[config.mk]
export PLATFORM = sky130hd
export DESIGN_NAME = length_prefixed_frame_decoder
export DESIGN_NICKNAME = d
export VERILOG_FILES = /design/src/sv/lpfd_pkg.sv /design/src/sv/length_prefixed_frame_decoder.sv /design/src/sv/lpfd_cfg_regs.sv /design/src/sv/lpfd_parser.sv /design/src/sv/lpfd_out_buf.sv
export SDC_FILE = /design/constraint.sdc
export NUM_CORES = 1
export LEC_CHECK = 0
export BUFFER_PORTS_ARGS = -buffer_cell sky130_fd_sc_hd__buf_4
export CORE_AREA = 2 2 172 259
export CTS_CLUSTER_SIZE = 8
export DETAILED_ROUTE_END_ITERATION = 8
export DIE_AREA = 0 0 174 261
export PLACE_DENSITY = 0.65
export SYNTH_ARGS = -nofsm -noshare
export SYNTH_HDL_FRONTEND = slang
export SYNTH_SLANG_ARGS = --single-unit
[constraint.sdc]
create_clock -name i_clk -period 31.2 [get_ports i_clk]
set_input_delay 6.24 -clock i_clk [delete_from_list [all_inputs] [get_ports i_clk]]
set_output_delay 6.24 -clock i_clk [all_outputs]
set_load 0.05 [all_outputs]
[src/sv/lpfd_pkg.sv]
package lpfd_pkg;

    // Stream widths
    localparam int unsigned IN_DATA_W  = 8;
    localparam int unsigned OUT_DATA_W = 104;  // channel 32 + sequence 64 + body 8
    localparam int unsigned KIND_W     = 2;

    // Configuration port
    localparam int unsigned APB_ADDR_W = 3;
    localparam int unsigned APB_DATA_W = 32;

    // Register indexes (byte address / 4)
    localparam logic REG_MAX_FRAME_LEN = 1'b0;

    // Frame layout
    localparam logic [31:0] HDR_BYTES         = 32'd12;
    localparam logic [31:0] MAX_FRAME_LEN_RST = 32'd16777216;

    // Result kinds
    typedef enum logic [KIND_W-1:0] {
        KIND_HEADER    = 2'd0,
        KIND_BODY      = 2'd1,
        KIND_OVERSIZE  = 2'd2,
        KIND_MALFORMED = 2'd3
    } t_kind;

    // Parser phase, one-hot
    typedef enum logic [4:0] {
        PH_LEN  = 5'b00001,
        PH_CHAN = 5'b00010,
        PH_SEQ  = 5'b00100,
        PH_BODY = 5'b01000,
        PH_HALT = 5'b10000
    } t_phase;

    // One result item
    typedef struct packed {
        t_kind       kind;
        logic [31:0] channel_id;
        logic [63:0] sequence_res;
        logic [7:0]  body_byte;
        logic        frame_last;
    } t_result;

endpackage

[src/sv/length_prefixed_frame_decoder.sv]
// Length-prefixed frame decoder. Takes one byte per transaction on the s_ side;
// frames are a 4-byte little-endian total length, 4-byte channel id, 8-byte
// sequence number and (length - 12) body bytes. Each byte is parsed in the cycle
// it is accepted, one byte per clock while s_tready is high, and any result is
// registered. A two-entry output stage (register plus skid) lets input
// keep flowing while one result waits; s_tready drops only when both are full.
// A header result (tuser 0) carries channel and sequence, each body byte gives a
// tuser 1 result, tlast marks the last result of a frame. A length above
// max_frame_len (APB address 0) gives tuser 2, below 12 gives tuser 3; after
// either error the block drops all input until reset.
module length_prefixed_frame_decoder
    import lpfd_pkg::*;
(
    input  logic                  i_clk,
    input  logic                  i_rst_n,
    // APB configuration
    input  logic                  psel,
    input  logic                  penable,
    input  logic                  pwrite,
    input  logic [APB_ADDR_W-1:0] paddr,
    input  logic [APB_DATA_W-1:0] pwdata,
    output logic [APB_DATA_W-1:0] prdata,
    output logic                  pready,
    // Byte input
    input  logic                  s_tvalid,
    output logic                  s_tready,
    input  logic [IN_DATA_W-1:0]  s_tdata,   // [7:0] data_byte
    // Result output
    output logic                  m_tvalid,
    input  logic                  m_tready,
    output logic [OUT_DATA_W-1:0] m_tdata,   // [31:0] channel_id, [95:32] sequence_res,
                                             // [103:96] body_byte
    output logic [KIND_W-1:0]     m_tuser,   // [1:0] kind
    output logic                  m_tlast    // frame_last
);

    logic        w_accept;
    logic        w_can_push;
    logic        w_res_valid;
    logic [31:0] w_max_len;
    t_result     w_res;
    t_result     w_out;

    assign s_tready = w_can_push;
    assign w_accept = s_tvalid & w_can_push;

    lpfd_cfg_regs u_cfg (
        .i_clk           (i_clk),
        .i_rst_n         (i_rst_n),
        .psel            (psel),
        .penable         (penable),
        .pwrite          (pwrite),
        .paddr           (paddr),
        .pwdata          (pwdata),
        .prdata          (prdata),
        .pready          (pready),
        .o_max_frame_len (w_max_len)
    );

    lpfd_parser u_parser (
        .i_clk           (i_clk),
        .i_rst_n         (i_rst_n),
        .i_accept        (w_accept),
        .i_byte          (s_tdata),
        .i_max_frame_len (w_max_len),
        .o_res_valid     (w_res_valid),
        .o_res           (w_res)
    );

    lpfd_out_buf u_out (
        .i_clk      (i_clk),
        .i_rst_n    (i_rst_n),
        .i_push     (w_res_valid),
        .i_res      (w_res),
        .o_can_push (w_can_push),
        .o_valid    (m_tvalid),
        .i_ready    (m_tready),
        .o_res      (w_out)
    );

    // Pack result fields onto the stream
    assign m_tdata = {w_out.body_byte, w_out.sequence_res, w_out.channel_id};
    assign m_tuser = w_out.kind;
    assign m_tlast = w_out.frame_last;

endmodule

[src/sv/lpfd_cfg_regs.sv]
module lpfd_cfg_regs
    import lpfd_pkg::*;
(
    input  logic                  i_clk,
    input  logic                  i_rst_n,
    input  logic                  psel,
    input  logic                  penable,
    input  logic                  pwrite,
    input  logic [APB_ADDR_W-1:0] paddr,
    input  logic [APB_DATA_W-1:0] pwdata,
    output logic [APB_DATA_W-1:0] prdata,
    output logic                  pready,
    output logic [31:0]           o_max_frame_len
);

    logic        w_sel_max_len;
    logic [31:0] r_max_len;
    logic        w_wr;

    assign pready = 1'b1;
    assign w_wr   = psel & penable & pwrite;

    // Register write on the access phase
    always_ff @(posedge i_clk) begin
        if (!i_rst_n) begin
            r_max_len <= MAX_FRAME_LEN_RST;
        end else if (w_wr && (paddr[2] == REG_MAX_FRAME_LEN)) begin
            r_max_len <= pwdata;
        end
    end

    // Read back; unmapped index reads zero
    always_comb begin
        w_sel_max_len = (paddr[2] == REG_MAX_FRAME_LEN);
        prdata = w_sel_max_len ? r_max_len : '0;
    end

    assign o_max_frame_len = r_max_len;

endmodule

[src/sv/lpfd_parser.sv]
module lpfd_parser
    import lpfd_pkg::*;
(
    input  logic        i_clk,
    input  logic        i_rst_n,
    input  logic        i_accept,
    input  logic [7:0]  i_byte,
    input  logic [31:0] i_max_frame_len,
    output logic        o_res_valid,
    output t_result     o_res
);

    t_phase      r_phase,   n_phase;
    logic [2:0]  r_idx,     n_idx;
    logic [31:0] r_length,  n_length;
    logic [31:0] r_channel, n_channel;
    logic [63:0] r_seq,     n_seq;
    logic [31:0] r_remain,  n_remain;
    logic [31:0] w_len_full;
    logic [31:0] w_remain_dec;

    // Length word with the current byte merged in
    always_comb begin
        w_len_full = r_length;
        w_len_full[8*r_idx[1:0] +: 8] = i_byte;
    end

    assign w_remain_dec = r_remain - 32'd1;

    // Next state and result for one byte
    always_comb begin
        n_phase     = r_phase;
        n_idx       = r_idx;
        n_length    = r_length;
        n_channel   = r_channel;
        n_seq       = r_seq;
        n_remain    = r_remain;
        o_res_valid = 1'b0;
        o_res       = '0;
        if (i_accept) begin
            unique case (r_phase)
                PH_LEN: begin
                    n_length = w_len_full;
                    if (r_idx[1:0] != 2'd3) begin
                        n_idx = r_idx + 3'd1;
                    end else begin
                        n_idx = '0;
                        if (w_len_full > i_max_frame_len) begin
                            n_phase     = PH_HALT;
                            o_res_valid = 1'b1;
                            o_res.kind  = KIND_OVERSIZE;
                        end else if (w_len_full < HDR_BYTES) begin
                            n_phase     = PH_HALT;
                            o_res_valid = 1'b1;
                            o_res.kind  = KIND_MALFORMED;
                        end else begin
                            n_channel = '0;
                            n_phase   = PH_CHAN;
                        end
                    end
                end
                PH_CHAN: begin
                    n_channel[8*r_idx[1:0] +: 8] = i_byte;
                    if (r_idx[1:0] != 2'd3) begin
                        n_idx = r_idx + 3'd1;
                    end else begin
                        n_idx   = '0;
                        n_seq   = '0;
                        n_phase = PH_SEQ;
                    end
                end
                PH_SEQ: begin
                    n_seq[8*r_idx +: 8] = i_byte;
                    if (r_idx != 3'd7) begin
                        n_idx = r_idx + 3'd1;
                    end else begin
                        // Header complete: emit channel and sequence
                        n_idx              = '0;
                        n_remain           = r_length - HDR_BYTES;
                        n_length           = '0;
                        o_res_valid        = 1'b1;
                        o_res.kind         = KIND_HEADER;
                        o_res.channel_id   = r_channel;
                        o_res.sequence_res = n_seq;
                        o_res.frame_last   = (r_length == HDR_BYTES);
                        n_phase            = (r_length == HDR_BYTES) ? PH_LEN : PH_BODY;
                    end
                end
                PH_BODY: begin
                    n_remain           = w_remain_dec;
                    o_res_valid        = 1'b1;
                    o_res.kind         = KIND_BODY;
                    o_res.channel_id   = r_channel;
                    o_res.sequence_res = r_seq;
                    o_res.body_byte    = i_byte;
                    o_res.frame_last   = (w_remain_dec == '0);
                    if (w_remain_dec == '0) begin
                        n_phase  = PH_LEN;
                        n_idx    = '0;
                        n_length = '0;
                    end
                end
                default: begin
                    // Halted: byte is dropped
                end
            endcase
        end
    end

    // State registers
    always_ff @(posedge i_clk) begin
        if (!i_rst_n) begin
            r_phase   <= PH_LEN;
            r_idx     <= '0;
            r_length  <= '0;
            r_channel <= '0;
            r_seq     <= '0;
            r_remain  <= '0;
        end else begin
            r_phase   <= n_phase;
            r_idx     <= n_idx;
            r_length  <= n_length;
            r_channel <= n_channel;
            r_seq     <= n_seq;
            r_remain  <= n_remain;
        end
    end

endmodule

[src/sv/lpfd_out_buf.sv]
module lpfd_out_buf
    import lpfd_pkg::*;
(
    input  logic    i_clk,
    input  logic    i_rst_n,
    input  logic    i_push,
    input  t_result i_res,
    output logic    o_can_push,
    output logic    o_valid,
    input  logic    i_ready,
    output t_result o_res
);

    logic    r_out_valid,  n_out_valid;
    logic    r_skid_valid, n_skid_valid;
    t_result r_out,        n_out;
    t_result r_skid,       n_skid;
    logic    w_pop;

    assign w_pop      = r_out_valid & i_ready;
    assign o_can_push = ~r_skid_valid;
    assign o_valid    = r_out_valid;
    assign o_res      = r_out;

    // Output register plus one skid entry
    always_comb begin
        n_out_valid  = r_out_valid;
        n_skid_valid = r_skid_valid;
        n_out        = r_out;
        n_skid       = r_skid;
        if (r_skid_valid) begin
            if (w_pop) begin
                n_out        = r_skid;
                n_skid_valid = 1'b0;
            end
        end else if (i_push) begin
            if (!r_out_valid || w_pop) begin
                n_out       = i_res;
                n_out_valid = 1'b1;
            end else begin
                n_skid       = i_res;
                n_skid_valid = 1'b1;
            end
        end else if (w_pop) begin
            n_out_valid = 1'b0;
        end
    end

    // Control flags
    always_ff @(posedge i_clk) begin
        if (!i_rst_n) begin
            r_out_valid  <= 1'b0;
            r_skid_valid <= 1'b0;
        end else begin
            r_out_valid  <= n_out_valid;
            r_skid_valid <= n_skid_valid;
        end
    end

    // Payload
    always_ff @(posedge i_clk) begin
        r_out  <= n_out;
        r_skid <= n_skid;
    end

endmodule
* Word level (Yosys, flattened, before mapping)
Index checks and enable logic that the tools add are counted.
** Word-level totals
- Bits in registers :: 416
- Latch bits :: 0
- RAM bits :: 0
- Bits in read-only memories :: 0
- Input port bits :: 50
- Output and inout port bits :: 142
- Logic and storage cells :: 129
- Memories :: 0
** Operators by class
- $add $sub $neg :: 5
- Multipliers :: 0
- Divide/modulo/power cells :: 0
- Order comparisons :: 2
- Equality and inequality tests :: 15
- Shifts and indexed selects :: 4
- Multiplexer cells :: 54
- Bitwise gates (word level) :: 7
- Reductions and logical operators :: 23
** Operator list (count)
- 107-bit 2-to-1 mux :: 5
- 32-bit 2-to-1 mux :: 7
- 96-bit one-hot mux with 2 select lines :: 1
- 32-bit one-hot mux with 2 select lines :: 2
- 64-bit one-hot mux with 2 select lines :: 1
- 96-bit 2-to-1 mux :: 1
- 32-bit one-hot mux with 3 select lines :: 1
- 32-bit bitwise mux :: 2
- 64-bit bitwise mux :: 1
- 64-bit 2-to-1 mux :: 1
- 8-bit by 34-bit variable shift with 64-bit output, first input constant :: 1
- 8-bit by 34-bit indexed part select with 64-bit output :: 1
- 5-bit negation with 34-bit output :: 1
- 6-bit negation with 34-bit output :: 1
- 8-bit by 34-bit variable shift with 32-bit output, first input constant :: 1
- 8-bit by 34-bit indexed part select with 32-bit output :: 1
- 32-bit by 4-bit == test with 1-bit output, second input constant :: 1
- 32-bit greater-than comparator :: 1
- 32-bit zero test :: 1
- 32-bit by 4-bit < comparator with 1-bit output, second input constant :: 1
- 32-bit by 1-bit subtractor with 32-bit output, second input constant :: 1
- 32-bit by 4-bit subtractor with 32-bit output, second input constant :: 1
- 5-bit 2-to-1 mux :: 6
- 5-bit one-hot mux with 4 select lines :: 1
- other kinds (30) :: 69

* Logic depth before layout (Yosys ltp)
- Depth in word-level cells :: 12
- Mapped depth :: 19
- Gate-level depth less buffers :: 14

* Hierarchy
Synthesis repeated with hierarchy kept, for this count alone.
** Second synthesis, totals
- Cells, all modules :: 2066
- Area, all modules :: 20664.8 sq um
** Modules (own cells, without submodules)
- lpfd_parser :: instances 1, cells each 1541, area each 11262.1 sq um, seq. area each 3363.2 sq um
- lpfd_out_buf :: instances 1, cells each 347, area each 7853.8 sq um, seq. area each 6466.2 sq um
- lpfd_cfg_regs :: instances 1, cells each 177, area each 1542.7 sq um, seq. area each 640.6 sq um
- length_prefixed_frame_decoder :: instances 1, cells each 1, area each 6.3 sq um, seq. area each 0.0 sq um

* Least setup slack after synthesis
OpenSTA, ideal clock, no wires.
- Kind :: input to register
- From :: input port s_tdata[0]
- To :: register u_out.r_skid[0] (netlist bit), enable pin
- Setup time :: 1142 ps
- Data arrival time :: 24516 ps
- Required time :: 30058 ps
- Setup slack :: 5542 ps
- Stages :: 8
- Path buffers :: 0
- Cells stage by stage :: nor2b_1 -> a31o_2 -> or4_1 -> a2111oi_0 -> nand4_1 -> nand2_1 -> nand2_1 -> a2111oi_0
** On the way
- Longest elaborated chain between the ends :: 9
- Elaborated cells between the ends (all ways) :: 10
- Those cells by class :: 2 x order compare; 1 x shift; 6 x mux; 1 x reduce/logical
** Ends and longest elaborated chain
- start, declared :: line length_prefixed_frame_decoder.sv:27 : input logic [IN_DATA_W-1:0] s_tdata,
- 8-bit by 34-bit indexed part select with 32-bit output * :: line lpfd_parser.sv:25 : w_len_full[8*r_idx[1:0] +: 8] = i_byte;
- 32-bit bitwise mux * :: line lpfd_parser.sv:25
- 32-bit by 4-bit < comparator with 1-bit output :: line lpfd_parser.sv:52 : end else if (w_len_full < HDR_BYTES) begin
- 1-bit 2-to-1 mux :: line lpfd_parser.sv:52
- 1-bit 2-to-1 mux * :: line lpfd_parser.sv:48 : if (w_len_full > i_max_frame_len) begin
- 1-bit 2-to-1 mux * :: line lpfd_parser.sv:44 : if (r_idx[1:0] != 2'd3) begin
- 1-bit one-hot mux with 3 select lines * :: line lpfd_parser.sv:41 : unique case (r_phase)
- 1-bit 2-to-1 mux * :: line lpfd_parser.sv:40 : if (i_accept) begin
- 3-bit AND reduction (no line) *
- end signal, assigned :: line lpfd_out_buf.sv:63 : r_skid <= n_skid;
- end, declared :: line lpfd_out_buf.sv:17 : t_result r_skid, n_skid;
Every way passes the cells marked *; elsewhere a longest branch is shown, timed or not.
A chain may end at the register's enable or synchronous reset.

* Final worst setup path
- From :: input port paddr[2]
- To :: output port prdata[14]
** On the way
- Longest elaborated chain between the ends :: 1
** Ends and longest elaborated chain
- start, declared :: line length_prefixed_frame_decoder.sv:20 : input logic [APB_ADDR_W-1:0] paddr,
- 32-bit 2-to-1 mux :: line lpfd_cfg_regs.sv:35 : prdata = w_sel_max_len ? r_max_len : '0;
- end, declared :: line length_prefixed_frame_decoder.sv:22 : output logic [APB_DATA_W-1:0] prdata,
Every way passes these cells.

==> results.yml <==
yosys:
  syn-cell-area_sq_mm: 0.01923
  synth_edf_count: 214
  synthCells: 1912
  syn-num-nets: 2005
  async_reset_ff_share_pct: 0
  avgSynthCellArea_sq_um: 10.06
  seq_area_frac_synth_pct: 54.45
  ys_types: 69
  synth_area_leaders: "edfxtp_1 (33%), dfxtp_1 (21%), a21o_1 (4.4%)"
  ys_seq_elements: 416
  synth_area_leader_cell: "edfxtp_1"
  ys_warn_count: 0
  synthFlopType: "edfxtp_1"
  yosysTopAreaCellShare_pct: 33.42
drt:
  drt_pass1_iterations: 5
  drc: 0
  wl_per_cell_um: 19.89
  drtAntennaViolNets: 0
  routed_wl_um: 52980
  drt_first_iter_violations: 1009
  vias_per_cell: 5.814
  vias: 15490
setup_path:
  path_max_fanout: 34
  arrival_ns: 6.83
  cp-start-kind: "input pin"
  worstSetupEndpointType: "output pin"
  crit_required_ns: 24.96
  worstSetupPathType: "input pin to output pin"
sta:
  fin_ws_ns: 18.13
  relSlewSlack_pct: 18.28
  timing_hold_violations_final: 0
  min_period_ns: 13.07
  timing.fmax_mhz: 76.49
  setup-tns-final_ns: 0
  report.final.slew_viol_count: 0
  finalSetupViolations: 0
  rsz0062_at_grt: "no"
  skew_ns: 0.02904
  worst_pin_slew_ns: 1.223
  min_period_over_period_pct: 41.90
outcome:
  status: "finished, final reports clean"
power:
  p_per_area_mw_per_mm2: 62.12
  p_leak_nw: 8.963
  power_mw: 1.409
  ir_drop_mv: 0.04552
placement:
  place_congestion: 0.9069
  dp_hpwl_um: 35900
  dpl_cell_area_sq_mm: 0.02104
  portBuffers: 188
  place_ws_ns: 18.12
  dp.cells: 2565
grt:
  grt_pass1_vias: 15090
  grt.overflow.total: 0
  grt_util_met3_pct: 2.729
  grt_max_degree: 92
  busiest_layer: "met2"
  globalRouteMet1Util_pct: 25.60
  grt_use_met2_pct: 41.97
  grt_first_pass_wirelength_um: 82060
  grt_antenna_before_repair: 1
  grt_usage_pct: 22.63
final_layout:
  fin_nets: 2141
  multi_input_area_sq_mm: 0.008063
  syn2layout_area_growth_pct: 17.93
  fillers: 3989
  final_common_cell: "edfxtp_1"
  seqCellArea_sq_mm: 0.01047
  drive_gt1_share_pct: 14.56
  diodes: 0
  instances_no_fill: 2664
  finish.instance_area_sq_mm: 0.02268
  final_cell_mix: "edfxtp_1 (214), buf_4 (206), dfxtp_1 (201), nor2_1 (185), nand2_1 (169)"
clock_network:
  cts_tree: "yes"
  cts-htree-levels: 2
  clock_sinks: 416
  cts_resized: 0
  cts_setup_buffers: 0
  clockRootBuffer: "clkbuf_16"
  clockBufferDepth: 3
  cts_hold_buffers: 0
  cts_buffers: 57
  path_clk_slew_ns: 0.05
  clock_latency_ns: 0.60
floorplan:
  dieArea_sq_mm: 0.04541
  row_count: 94
  start_util_pct: 44.43
  die_y_um: 261
  core_area_sq_mm: 0.04328
  die_w_um: 174
  ios: 192
run:
  cap_violations: 0
min_path:
  holdCritPathClass: "flip-flop to flip-flop"
## critical path, cell delays in order
cell and delay [ns]:
buf_4 0.29, nor2_1 0.09, buf_4 0.20
## report_power, final
| group | internal [mW] | total, mW | switching (mW) | leakage [nW] |
|---|---|---|---|---|
| clock network | 0.343 | 0.569 | 0.226 | 0.777 |
| registers | 0.580 | 0.587 | 0.00766 | 3.53 |
| logic | 0.0754 | 0.252 | 0.177 | 4.66 |
| total | 0.998 | 1.41 | 0.411 | 8.96 |
## final cells by class
class | instances | share of cell area, %
well taps | 576 | 3.178
multi-input cells | 1303 | 35.55
repair buffers | 206 | 6.819
clock buffers | 97 | 7.046
flip-flops and latches | 416 | 46.18
clock inverters | 2 | 0.1600
inverters | 64 | 1.059
## synthesized netlist by cell type (24+ instances only)
| library cell | instances |
|---|---|
| nor2b_1 | 37 |
| a21o_1 | 113 |
| edfxtp_1 | 214 |
| o21ai_0 | 63 |
| clkbuf_1 | 111 |
| nand2_1 | 170 |
| inv_1 | 63 |
| a32o_1 | 24 |
| nand3_1 | 30 |
| o21ai_1 | 48 |
| and2_1 | 34 |
| ha_1 | 43 |
| nor2_1 | 186 |
| a21oi_1 | 127 |
| a22o_1 | 71 |
| nor4_1 | 27 |
| dfxtp_1 | 202 |
| nor3_1 | 38 |
| a22oi_1 | 59 |
## path summary, 6_finish.rpt
path                                               start                       end  slack (ns)  cells past startpoint
worst min register to register  u_cfg.o_max_frame_len[2]  u_cfg.o_max_frame_len[2]        0.45                      2
worst min-delay path            u_cfg.o_max_frame_len[2]  u_cfg.o_max_frame_len[2]        0.45                      2
worst max-delay path                            paddr[2]                prdata[14]       18.13                      3
worst max register to register         u_parser.r_idx[1]          u_out.r_skid[10]       24.67                     14
## sequential cells by signal (all words and copies together), names as in the netlist
name	count
u_out.r_skid_valid	1
u_parser.r_idx	3
u_out.o_valid	1
u_parser.r_length	32
u_cfg.o_max_frame_len	32
u_parser.r_remain	32
u_parser.r_seq	64
u_out.r_skid	107
u_out.o_res	107
u_parser.r_channel	32
u_parser.r_phase	5
## cell families after synthesis
group           share of synthesized area, %
buf+inv                                3.897
simple gates                           15.60
compound gates                         21.72
other cells                          0.01950
xor+xnor                               1.412
fa+ha+maj                              2.798
flops                                  54.45
mux                                   0.1106
## through the flow
stage	utilization, %	hold slack [ns]
floorplan	-	0.4180
global placement	48.62	0.4373
detailed placement	48.62	0.4475
CTS	52.40	0.4545
global route	52.40	0.4714
finish	52.40	0.4512
## metal layers
layer	share of wire, %	routed length (um)
met1	39	20410
met4	4.6	2461
met2	53	27940
met3	4.1	2155
met5	0.025	13
No activity file was read; power rests on OpenSTA's default activity.
